### config.mk
export PLATFORM = sky130hd
export DESIGN_NAME = lbvs_ram
export DESIGN_NICKNAME = d
export VERILOG_FILES = /design/src/lbvs_ram.sv
export SDC_FILE = /design/constraint.sdc
export NUM_CORES = 2
export LEC_CHECK = 0
export ABC_AREA = 1
export BUFFER_PORTS_ARGS = -buffer_cell sky130_fd_sc_hd__buf_2
export CAP_MARGIN = 10
export CORE_MARGIN = 2
export CORE_UTILIZATION = 55
export CTS_CLUSTER_SIZE = 20
export DETAILED_ROUTE_END_ITERATION = 12
export PLACE_DENSITY_LB_ADDON = 0.05
export SETUP_SLACK_MARGIN = 0.1
export SLEW_MARGIN = 5
export SYNTH_ARGS = -nofsm -noshare
export SYNTH_HDL_FRONTEND = slang
export SYNTH_SLANG_ARGS = --single-unit
### constraint.sdc
create_clock -name clk_i -period 7.95 [get_ports clk_i]
set_input_delay 0.795 -clock clk_i [delete_from_list [all_inputs] [get_ports clk_i]]
set_output_delay 0.795 -clock clk_i [all_outputs]
set_load 0.005 [all_outputs]
### src/lbvs_ram.sv
// Generic single-write, single-read RAM with a registered read port.
module lbvs_ram #(
  parameter int Width = 32,
  parameter int Depth = 64
) (
  input  logic                     clk_i,
  input  logic                     we_i,
  input  logic [$clog2(Depth)-1:0] waddr_i,
  input  logic [Width-1:0]         wdata_i,
  input  logic                     re_i,
  input  logic [$clog2(Depth)-1:0] raddr_i,
  output logic [Width-1:0]         rdata_o
);

  logic [Width-1:0] mem_q [Depth];
  logic [Width-1:0] rdata_q;

  // Write port.
  always_ff @(posedge clk_i) begin
    if (we_i) begin
      mem_q[waddr_i] <= wdata_i;
    end
  end

  // Read port; data holds while the read is not enabled.
  always_ff @(posedge clk_i) begin
    if (re_i) begin
      rdata_q <= mem_q[raddr_i];
    end
  end

  assign rdata_o = rdata_q;

endmodule

==> summary.md <==
| Metric | Value |
|---|---|
| RSZ-0062 raised after global routing | no |
| Yosys cell types | 15 |
| Synth warn | 0 |
| WP buf/inv | 3 |
| Cell area power density | around 250 nW/um2 |
| TritonCTS clock tree | done |
| Cell count after synthesis | 6,769 |
| Syn_nets | 6,816 |
| Total global-route track usage | between 30% and 40% |
| Post-Place Cells | about 8,600 |
| # IOs | 79 |
| Initial Utilization | 55.4% |
| First-pass GRT wire length | ~350,000 um |
| Largest family of logic cells by synthesized area | simple AND/OR/NAND/NOR gates |
| Input/output buffers | 78 |
| Leakage power total | ~32 nW |
| Worst setup SP type | input pin |
| Synth Area in XOR/XNOR | 0% |
| VDD IR max | just under 0.0002 V |
| WP data arrival | about 4.2 ns |
| CP cell instances | buf_8, buf_4, buf_4, nand3_1, nand3_1, nand2_1, nand2_1, nand3_1, nand3_1, nand2_1 |
| Footprint of the multi-input gates | 18,800 um2 |
| CP max stage delay | between 0.9 and 1 ns |
| Worst slew margin | 0.200% |
| Clock buffer depth | 3 |
| Post-synthesis mux area share | 0% |
| Row count | 142 |
| DR pass1 iterations | 5 |
| Worst setup EP type | register |
| Hold Crit Depth | 2 |
| Worst hold endpoint | mem_q[15][22]$_DFFE_PP_ |
| Fillers | 11,800 |
| Initial antenna violation count | 12 |
| Routed Antenna Nets | 0 |
| Fin crit share | 45.7% |
| CP max FO | between 80 and 90 |
| Vias in the first global route | 50,300 |
| WL/cell | ~27 um |
| Post-CTS sizing | 0 |
| Core Area | roughly 150,000 um2 |
| Slew Limit Fails | 0 |
| Most common cell on crit path | nand3_1 |
| Synth Area in Compound Gates | 0% |
| DR iter-0 viols | 6,590 |
| Die W | 393 um |
| Cells on worst reg2reg path | 8 |
| Seq cells post-synth | roughly 2,100 |
| Endpoints failing setup | 0 |
| Layout cells sized above 1 | roughly 8% |
| Worst hold start | wdata_i[22] |
| Final Wtd Congestion | 0.826 |
| CTS root buffer | clkbuf_16 |
| Die ar. | approximately 150,000 um2 |
| Register area | between 60,000 and 70,000 um2 |
| Switch Pwr | roughly 5.2 mW |
| Hold-fix buffers, CTS | 0 |
| HPWL Detailed | approximately 120,000 um |
| Post-route insts no fill | approximately 8,900 |
| Worst r2r dst | rdata_o[27]$_DFFE_PP_ |
| CTS H-tree depth | 4 |
| Via-to-Cell Ratio | about 6 |
| Synth Cell Area | between 80,000 and 90,000 um2 |
| Via count | roughly 54,000 |
| Clk_skew | 0.0297 ns |
| Largest net degree at the start of global routing | between 200 and 250 |
| Share of total power in the clock network | about two fifths |
| Int Power | roughly 18 mW |
| Clock latency on the worst-skew pair | 0.86 ns |
| Worst slew pin tran | about 1.5 ns |
| Layout area overhead | 10.7% |
| Worst Path Required | roughly 8.6 ns |
| Clk sinks | 2,080 |
| Worst hold path class | in -> reg |
| RR Startpoint | mem_q[28][27]$_DFFE_PP_ |
| Final Hold Viols | 0 |
| Max-Cap Viols | 0 |
| Crit path kind | in -> reg |
| Drt total wl | between 200,000 and 250,000 um |
| Die height | between 300 and 400 um |
| Nets | 6,796 |
| CTS Buf Count | just over 200 |
| Syn_area_per_cell | about 12 um2 |
| Crit path max-delay cell type | buf_4 |
| Sw Share | a little under a quarter |
| Combinational share of power | around 6% |
| Outcome | finished, final reports clean |
| Sequential share of power | about 53% |
| Min Tclk post-route | 3.64 ns |
| Postcts setup bufs | 0 |
| Reg2Reg Setup Slack | 6.03 ns |
| Family with the most delay on the worst path | buffers and inverters |
| Clk pin slew, worst setup/hold paths | about 0.060 ns |
| GR Overflow Total | 0 |
| Simple-Gate Fraction of Synth Area | about 22% |
| Fmax | around 270 MHz |
| Adder-cell share of the synthesized area | 0% |
| DRC viols | 0 |
| Setup tns final | 0 ns |
| Register area share after synthesis | 75.2% |
-- routing by layer --
layer  vias to the layer above  part of all wire [%]  wire (um)  global-route usage (%)
li1                      24100                     -          -                       -
met1                     26800                    41      99500                    45.5
met2                      2677                    46     111000                    48.6
met3                       351                    11      25500                    6.41
met4                         8                   2.6       6370                    9.13
met5                         -                 0.017         42                       0
-- cell type report --
cell class              count  area share [%]
well taps                2016            2.74
flip-flops and latches   2080            68.0
inverters                  12          0.0885
clock inverters           132            1.08
multi-input cells        4228            20.4
diodes                      5          0.0136
repair buffers            220            1.79
clock buffers             250            5.90
-- state kept, by name (all words and copies together) (netlist names) --
register and count:
rdata_o 32, mem_q 2048
-- cells in the final DEF, fill, tap and decap left out, types with 39 or more instances in the layout --
cell,Yosys,layout
nand2_1,2248,2248
edfxtp_1,2080,2080
nand3_1,1907,1907
clkbuf_16,0,211
buf_4,45,131
buf_2,282,73
clkinv_1,0,63
nor2_4,0,56
clkinv_2,0,40
clkbuf_1,77,39
-- Yosys cell counts (all sizes together) --
cell / n / area (um2)
inv: 12 / 47.6
nor2: 56 / 210
nor4: 8 / 50.1
edfxtp: 2080 / 62500
nand4: 9 / 56.3
buf: 372 / 1960
clkbuf: 77 / 289
nand3: 1907 / 9540
nand2: 2248 / 8440
-- cell families (layout without fill, tap and decap cells) --
kind of cell  after synthesis  after routing
other cells                 0              5
flops                    2080           2080
simple gates             4228           4228
buf+inv                   461            614
-- worst max path at each step --
stage	from	endpoint	slack, ns	cells past startpoint
global route	raddr_i[1]	rdata_o[0]$_DFFE_PP_	4.21	10
finish	raddr_i[1]	rdata_o[5]$_DFFE_PP_	4.31	10
detailed placement	raddr_i[1]	rdata_o[0]$_DFFE_PP_	3.46	10
floorplan	we_i	mem_q[48][0]$_DFFE_PP_	3.03	3
CTS	raddr_i[1]	rdata_o[0]$_DFFE_PP_	4.37	10
global placement	raddr_i[1]	rdata_o[0]$_DFFE_PP_	3.51	10
-- power by group through the flow --
| stage | sequential [mW] | combinational (mW) | clock (mW) |
|---|---|---|---|
| 4_1_cts | 12.2 | 1.36 | 9.44 |
| 5_1_grt | 12.2 | 1.49 | 9.88 |
| 3_3_place_gp | 12.4 | 1.35 | 0 |
| 2_1_floorplan | 12.4 | 0.746 | 0 |
| 3_5_place_dp | 12.4 | 1.36 | 0 |
| 6_report | 12.2 | 1.38 | 9.34 |
-- per-stage QoR --
| stage | power, mW | cell area (um2) | hold slack, ns | util (%) | setup WS [ns] |
|---|---|---|---|---|---|
| 2_1_floorplan | 13.2 | 83100 | 0.797 | - | 3.03 |
| 5_1_grt | 23.6 | 91900 | 0.622 | 61.3 | 4.21 |
| 3_3_place_gp | 13.8 | 85500 | 0.849 | 57.0 | 3.51 |
| 4_1_cts | 23.0 | 91900 | 0.574 | 61.3 | 4.37 |
| 3_5_place_dp | 13.8 | 85500 | 0.862 | 57.0 | 3.46 |
| 6_report | 22.9 | 91900 | 0.639 | 61.3 | 4.31 |
No activity file was read; power rests on OpenSTA's default activity.
